### config.mk
export PLATFORM = sky130hd
export DESIGN_NAME = lcs_cell
export DESIGN_NICKNAME = d
export VERILOG_FILES = /design/src/design/lcs_pkg.sv /design/src/design/lcs_cell.sv
export SDC_FILE = /design/constraint.sdc
export NUM_CORES = 1
export LEC_CHECK = 0
export BUFFER_PORTS_ARGS = -buffer_cell sky130_fd_sc_hd__buf_2
export CORE_MARGIN = 8
export CORE_UTILIZATION = 40
export CTS_CLUSTER_SIZE = 40
export DETAILED_ROUTE_END_ITERATION = 10
export GPL_TIMING_DRIVEN = 1
export PLACE_DENSITY = 0.78
export SLEW_MARGIN = 30
export SYNTH_ARGS = -nofsm -noshare
export SYNTH_HDL_FRONTEND = slang
export SYNTH_SLANG_ARGS = --single-unit
### constraint.sdc
create_clock -name clk -period 2.45 [get_ports clk]
set_input_delay 0.245 -clock clk [delete_from_list [all_inputs] [get_ports clk]]
set_output_delay 0.245 -clock clk [all_outputs]
set_load 0.05 [all_outputs]
### src/design/lcs_pkg.sv
// ----------------------------------------------------------------------------
// lcs_pkg
// Shared types and constants for the LCS length engine.
// ----------------------------------------------------------------------------
package lcs_pkg;

	localparam int MAX_LEN_DEF     = 128;
	localparam int SYMBOL_BITS_DEF = 8;
	localparam int SYMBOL_PORT_W   = 8;
	localparam int LENGTH_PORT_W   = 8;

	typedef enum logic [1:0] {
		CMD_APPEND  = 2'd0,
		CMD_COMPARE = 2'd1,
		CMD_CLEAR   = 2'd2,
		CMD_NONE    = 2'd3
	} cmd_t;

	// control broadcast from the top level to every cell
	typedef struct packed {
		logic adv;
		logic clear_row;
		logic clear_all;
		logic append;
	} cell_ctrl_t;

endpackage

### src/design/lcs_cell.sv
// ----------------------------------------------------------------------------
// lcs_cell
// One column of the score row: holds one first-string symbol and its score,
// updates the score for each passing symbol and hands the wavefront on.
// ----------------------------------------------------------------------------
module lcs_cell #(
	parameter int MAX_LEN     = lcs_pkg::MAX_LEN_DEF,
	parameter int SYMBOL_BITS = lcs_pkg::SYMBOL_BITS_DEF,
	parameter int IDX         = 0,
	parameter int SW          = $clog2(MAX_LEN + 1),
	parameter int IW          = (MAX_LEN > 1) ? $clog2(MAX_LEN) : 1
) (
	input  logic                   clk,
	input  logic                   arst_n,
	input  lcs_pkg::cell_ctrl_t    ctrl,
	input  logic [IW-1:0]          wr_idx,
	input  logic [SYMBOL_BITS-1:0] wr_sym,
	input  logic                   in_valid,
	input  logic                   in_last,
	input  logic [SYMBOL_BITS-1:0] in_sym,
	input  logic [SW-1:0]          in_up,
	input  logic [SW-1:0]          in_diag,
	output logic                   out_valid_q,
	output logic                   out_last_q,
	output logic [SYMBOL_BITS-1:0] out_sym_q,
	output logic [SW-1:0]          out_up_q,
	output logic [SW-1:0]          out_diag_q
);

	logic                   active_q;
	logic [SYMBOL_BITS-1:0] sym_q;
	logic [SW-1:0]          score_q;
	logic                   wr_here;
	logic                   step;
	logic [SW-1:0]          cur;

	assign wr_here = ctrl.append && (wr_idx == IW'(IDX));
	assign step    = ctrl.adv && in_valid;

	always_comb begin
		if (!active_q) begin
			cur = in_up;
		end else if (sym_q == in_sym) begin
			cur = in_diag + SW'(1);
		end else if (score_q > in_up) begin
			cur = score_q;
		end else begin
			cur = in_up;
		end
	end

	always_ff @(posedge clk or negedge arst_n) begin
		if (!arst_n) begin
			active_q    <= 1'b0;
			score_q     <= '0;
			out_valid_q <= 1'b0;
			out_last_q  <= 1'b0;
		end else begin
			if (ctrl.clear_all) begin
				active_q <= 1'b0;
			end else if (wr_here) begin
				active_q <= 1'b1;
			end
			if (ctrl.clear_row || ctrl.clear_all) begin
				score_q <= '0;
			end else if (step) begin
				score_q <= in_last ? '0 : cur;
			end
			if (ctrl.adv) begin
				out_valid_q <= in_valid;
				out_last_q  <= in_valid && in_last;
			end
		end
	end

	// payload, no reset needed
	always_ff @(posedge clk) begin
		if (wr_here) begin
			sym_q <= wr_sym;
		end
		if (step) begin
			out_sym_q  <= in_sym;
			out_up_q   <= cur;
			out_diag_q <= score_q;
		end
	end

endmodule

==> impl_metrics.tcl, run 1 <==
set metrics [dict create \
    crit_slowest_cell "dfrtp_1" \
    synth_top_flop_cell "edfxtp_1" \
    ir_drop_v 0.000283 \
    skew_ns 0.00593 \
    final_net_count 312 \
    viasPerCell 5.11 \
    synth_top_cell_area_share_pct 44.4 \
    layout_commonest_cell "buf_2" \
    ys_ff_latch 43 \
    crit_end "out_up_q[5]$_DFFE_PP_" \
    drc 0 \
    synth_cell_types 43 \
    dr_wl_met3_um 496 \
    hpwl_mm 4.17 \
    synth_nets 233 \
    power_frac_seq_pct 55.2 \
    grt_max_degree 14 \
    fp.dieH_um 89.6 \
    status "complete, no violations" \
    ctsResizeCount 0 \
    crit_family "compound AO/OA/AOI/OAI gates" \
    h-tree-depth 2 \
    power.switching_mw 0.396 \
    r2r_slack_ns 0.17 \
    reg2reg_depth 8 \
    synth_area_leaders "edfxtp_1 44%, dfrtp_1 13%, ha_1 5.2%" \
    hold_depth 1 \
    start_kind "flip-flop" \
    wl_met1_mm 2.20 \
    total_power_mw 1.48 \
    vias 1671 \
    syn_to_final_growth_pct 24.7 \
    syn-cell-area_um2 2160 \
    p_leak_nw 1.15 \
    grt_use_total_pct 14.3 \
    drtIter0Drc 76 \
    synthArstFlopShare_pct 25.6 \
    syn_inst 177 \
    worstSkewPairLatency_ns 0.29 \
    critical_path.max_fanout 6 \
    grt_pass1_vias 1860 \
    finalSetupViolCount 0 \
    io_pins 73 \
    gp_congestion 0.893 \
    clk_path_buf_depth 2 \
    routedWlPerCell_um 16.4 \
    maxUsedRoutingLayer "met4" \
    drive_above_1_share_pct 37.4 \
    maxSlewHeadroom_pct 62.8 \
    grt_pass1_wl_mm 8.61 \
    rows 26 \
    wl_met2_mm 2.57 \
    critPathKind "flip-flop to flip-flop" \
    diodes 0 \
    hp-class "primary input to flip-flop" \
    required_ns 2.50 \
    hold_viol_final 0 \
    yosysSeqAreaShare_pct 57.1 \
    slowest_delay_ns 0.44 \
    globalRouteOverflowTotal 0 \
    postCtsSetupRepairBufs 0 \
    synth_top_area_cell "edfxtp_1" \
    cts-root-buf "clkbuf_8" \
    utilization_pct 52.2 \
    worst-path-buf-inv 2 \
    rsz0062_at_grt "no" \
    chipWidth_um 89.6 \
    p_per_area_nw_per_um2 548 \
    ant_nets 0 \
    slew_viol_final 0 \
    reg2reg_to "out_up_q[5]$_DFFE_PP_" \
    r2r_start "score_q[0]$_DFFE_PN0P_" \
    fp.coreArea_um2 5170 \
    cts_sinks 43 \
    switching_share_pct 26.7 \
    period_minus_slack_ns 2.28 \
    setup_tns_ns 0 \
    startpoint "score_q[0]$_DFFE_PN0P_" \
    firstDrtPassIters 4 \
    most-common-layout-cells "72 x buf_2, 32 x edfxtp_1, 17 x nand2_1" \
    synth-edff-count 32 \
    port_buffers 72 \
    fmax_mhz 439 \
    period_share_pct 92.9 \
    cts_tree "built" \
    cp_data_arrival_time_ns 2.32 \
    internal-power_mw 1.08 \
    worst-slew-pin-transition_ns 0.557 \
    clockPowerShare_pct 29.0 \
    clk_pin_slew_ns 0.08 \
    cts_inserted_buffers 5 \
    cp_common_cell "inv_1" \
    cp.depth 8 \
    yosys_warnings 0 \
    antenna_found_initial 0 \
    pwr-share-comb_pct 15.7 \
    cp-end-kind "flip-flop" \
    dieArea_um2 8020 \
    routed_wl_mm 5.35 \
    drv_cap 0 \
    path_cells "inv_1 -> ha_1 -> nand4_1 -> nor2_1 -> a211o_2 -> a31oi_4 -> inv_1 -> a22o_1" \
    cts.hold.buffers_added 1 \
    floorplan.initialDensity_pct 41.8 \
    postSynthAreaPerCell_um2 12.2 \
]
-- how the worst min path moves through the flow --
stage / endpoint / start
after floorplan: active_q$_DFFE_PN0P_ / arst_n
after global placement: score_q[4]$_DFFE_PN0P_ / arst_n
after detailed placement: score_q[4]$_DFFE_PN0P_ / arst_n
after CTS: sym_q[5]$_DFFE_PP_ / wr_sym[5]
after global routing: sym_q[2]$_DFFE_PP_ / wr_sym[2]
final: sym_q[3]$_DFFE_PP_ / wr_sym[3]
-- kinds of logic after synthesis --
group,Yosys count,synth area share (%)
simple gates,53,13.6
flops,43,57.1
compound gates,41,15.1
buf+inv,17,3.29
xor+xnor,14,5.66
fa+ha+maj,9,5.20
-- routing by layer --
layer  up-vias  GRT usage [%]
li1        816              -
met1       780           16.2
met2        68           24.1
met4         0           5.29
met3         7           5.06
met5         -              0
-- layout make-up --
class / instances / area (um^2)
inverter: 14 / 52.6
multi-input combinational: 117 / 857
timing repair buffer: 75 / 385
tap: 70 / 87.6
clock inverter: 1 / 5.00
sequential: 43 / 1240
clock buffer: 7 / 76.3
fill: 468 / 2470
-- Yosys cell counts, types with 2 or more instances --
cell and n:
a22o_1 2, nor3_1 2, a31oi_1 3, xnor2_1 2
dfrtp_1 11, nor2_1 13, nand3_1 4, nor4_2 3
ha_1 9, o31ai_1 7, nor4_1 2, o21ai_0 4
o21ai_2 2, a22oi_1 2, xor2_1 12, nand2_1 17
a21oi_1 7, inv_1 14, o22ai_1 4, clkbuf_1 2
edfxtp_1 32, a211o_1 2
-- stage by stage --
| step | worst slack [ns] | hold WS (ns) | cell area, um^2 | cells |
|---|---|---|---|---|
| after floorplan | 0.435 | -0.0506 | 2160 | 177 |
| after global routing | 0.0789 | 0.117 | 2700 | 327 |
| after global placement | 0.215 | 0.146 | 2610 | 318 |
| after detailed placement | 0.183 | 0.153 | 2610 | 318 |
| after CTS | 0.182 | 0.118 | 2700 | 327 |
| final | 0.174 | 0.130 | 2700 | 327 |
-- power groups by stage --
stage	registers [mW]	logic (mW)	clock network, mW
6_report	0.817	0.232	0.429
5_1_grt	0.819	0.251	0.465
4_1_cts	0.817	0.235	0.440
3_5_place_dp	0.833	0.232	0
3_3_place_gp	0.833	0.228	0
2_1_floorplan	0.910	0.0639	0
-- worst reg2reg max path, delay by kind of cell (launching register included) --
kind / cells / cell delay (ns)
AO/OA/AOI/OAI: 3 / 0.89
flip-flops: 1 / 0.44
adder cells (fa/ha/maj): 1 / 0.27
AND/OR/NAND/NOR: 2 / 0.22
buffers and inverters: 2 / 0.21
-- state kept, by name, indices dropped and copies added, names as in the netlist --
register,cells
out_sym_q,8
sym_q,8
active_q,1
out_last_q,1
score_q,8
out_up_q,8
out_valid_q,1
out_diag_q,8
No activity file was read; power rests on OpenSTA's default activity.
==> run 2: changes to the inputs <==
--- a/config.mk
+++ b/config.mk
@@ -5,6 +5,7 @@
 export SDC_FILE = /design/constraint.sdc
 export NUM_CORES = 1
 export LEC_CHECK = 0
+export ABC_CLOCK_PERIOD_IN_PS = 2300
 export BUFFER_PORTS_ARGS = -buffer_cell sky130_fd_sc_hd__buf_2
 export CORE_MARGIN = 8
 export CORE_UTILIZATION = 40
==> constraint.sdc (replaced) <==
create_clock -name clk -period 2.3 [get_ports clk]
set_input_delay 0.23 -clock clk [delete_from_list [all_inputs] [get_ports clk]]
set_output_delay 0.23 -clock clk [all_outputs]
set_load 0.05 [all_outputs]
==> impl_metrics.tcl, run 2 (same netlist as run 1, synthesis figures left out) <==
set metrics [dict create \
    status "complete, no violations" \
    firstDrtPassIters 4 \
    grt_max_degree 15 \
    routedWlPerCell_um 15.8 \
    cts_tree "built" \
    vias 1690 \
    drc 0 \
    grt_pass1_wl_mm 8.50 \
    globalRouteOverflowTotal 0 \
    start_kind "flip-flop" \
    required_ns 2.35 \
    worst_slack_ns 0.134 \
    h-tree-depth 2 \
    timing.hold.ws_ns 0.115 \
    gp_congestion 0.819 \
    rows 26 \
    final_area_um2 2780 \
    cts-root-buf "clkbuf_8" \
    stdcell_count 332 \
    place_area_um2 2640 \
    fmax_mhz 462 \
    maxSlewHeadroom_pct 67.1 \
    period_minus_slack_ns 2.17 \
    fp.coreArea_um2 5170 \
    fp.dieH_um 89.6 \
    hp-class "primary input to flip-flop" \
    grt_use_total_pct 13.9 \
    chipWidth_um 89.6 \
    hpwl_mm 4.19 \
    port_buffers 72 \
    period_share_pct 94.2 \
    syn_to_final_growth_pct 28.3 \
    skew_ns 0.00951 \
    p_per_area_nw_per_um2 608 \
    ir_drop_v 0.000315 \
    io_pins 73 \
    antenna_found_initial 0 \
    critPathKind "flip-flop to flip-flop" \
    worstSkewPairLatency_ns 0.29 \
    cts_sinks 43 \
    clk_path_buf_depth 2 \
    slew_viol_final 0 \
    ant_nets 0 \
    layout_commonest_cell "buf_2" \
    cp-end-kind "flip-flop" \
    worst-slew-pin-transition_ns 0.489 \
    clk_pin_slew_ns 0.08 \
    viasPerCell 5.09 \
    drv_cap 0 \
    finalSetupViolCount 0 \
    floorplan.initialDensity_pct 41.8 \
    grt_pass1_vias 1791 \
    dieArea_um2 8020 \
    setup_tns_ns 0 \
    diodes 0 \
    cp_data_arrival_time_ns 2.22 \
    dp_slack_ns 0.0701 \
    routed_wl_mm 5.23 \
    p_leak_nw 1.19 \
    place_inst 320 \
    cts_inserted_buffers 5 \
    hold_viol_final 0 \
    final_net_count 317 \
    drive_above_1_share_pct 38.9 \
    drtIter0Drc 97 \
    most-common-layout-cells "72 x buf_2, 32 x edfxtp_1, 17 x nand2_1" \
    critical_path.max_fanout 5 \
]
-- run 2: repair_timing --
action,4_1_cts,5_1_grt
hold buffers,1,0
setup buffers,0,3
endpoints found under the setup margin,0,3
hold endpoints to repair,11,0
gates resized for setup,0,1
-- run 2: cell type report --
type                            instances  area, um^2
Fill cell                             465        2390
Sequential cell                        43        1240
Multi-Input combinational cell        117         860
Timing Repair Buffer                   80         435
Tap cell                               70        87.6
Clock buffer                            7        76.3
Inverter                               14        52.6
Clock inverter                          1        30.0
-- run 2: metrics by stage --
| step | total power, mW | util (%) |
|---|---|---|
| 6_report | 1.69 | 53.7 |
| 5_1_grt | 1.76 | 53.7 |
| 4_1_cts | 1.71 | 53.2 |
| 3_5_place_dp | 1.14 | 51.0 |
| 3_3_place_gp | 1.13 | 51.0 |
| 2_1_floorplan | 1.04 | - |
-- run 2: worst max-delay path, cell delays in order, from the launching register on --
cell	delay, ns
dfrtp_1	0.42
ha_1	0.34
nand4_1	0.15
nor2_1	0.09
a211o_2	0.35
a31oi_4	0.24
inv_1	0.11
a22o_1	0.23
-- run 2: per-layer routing --
layer / vias to the layer above / wire, um / global-route usage [%]
met5: - / 0 / 0
met4: 0 / 45 / 3.63
met3: 5 / 409 / 4.32
met2: 63 / 2510 / 23.3
met1: 794 / 2270 / 16.6
li1: 828 / - / -
-- run 2: path summary, 6_finish.rpt --
| kind | cells after the start | endpoint | slack [ns] | startpoint |
|---|---|---|---|---|
| worst max-delay path | 7 | out_up_q[5]$_DFFE_PP_ | 0.13 | score_q[3]$_DFFE_PN0P_ |
| worst min-delay path | 1 | sym_q[4]$_DFFE_PP_ | 0.12 | wr_sym[4] |
| worst max register to register | 7 | out_up_q[5]$_DFFE_PP_ | 0.13 | score_q[3]$_DFFE_PN0P_ |
| min in group asynchronous | 2 | score_q[4]$_DFFE_PN0P_ | 0.35 | arst_n |
| max in group asynchronous | 2 | score_q[0]$_DFFE_PN0P_ | 1.71 | arst_n |
| worst min register to register | 0 | out_diag_q[5]$_DFFE_PP_ | 0.52 | score_q[5]$_DFFE_PN0P_ |
-- run 2: power by group --
group          total [mW]  switching (mW)  internal [mW]
sequential          0.870         0.00804          0.862
combinational       0.251           0.170         0.0813
clock               0.567           0.242          0.325
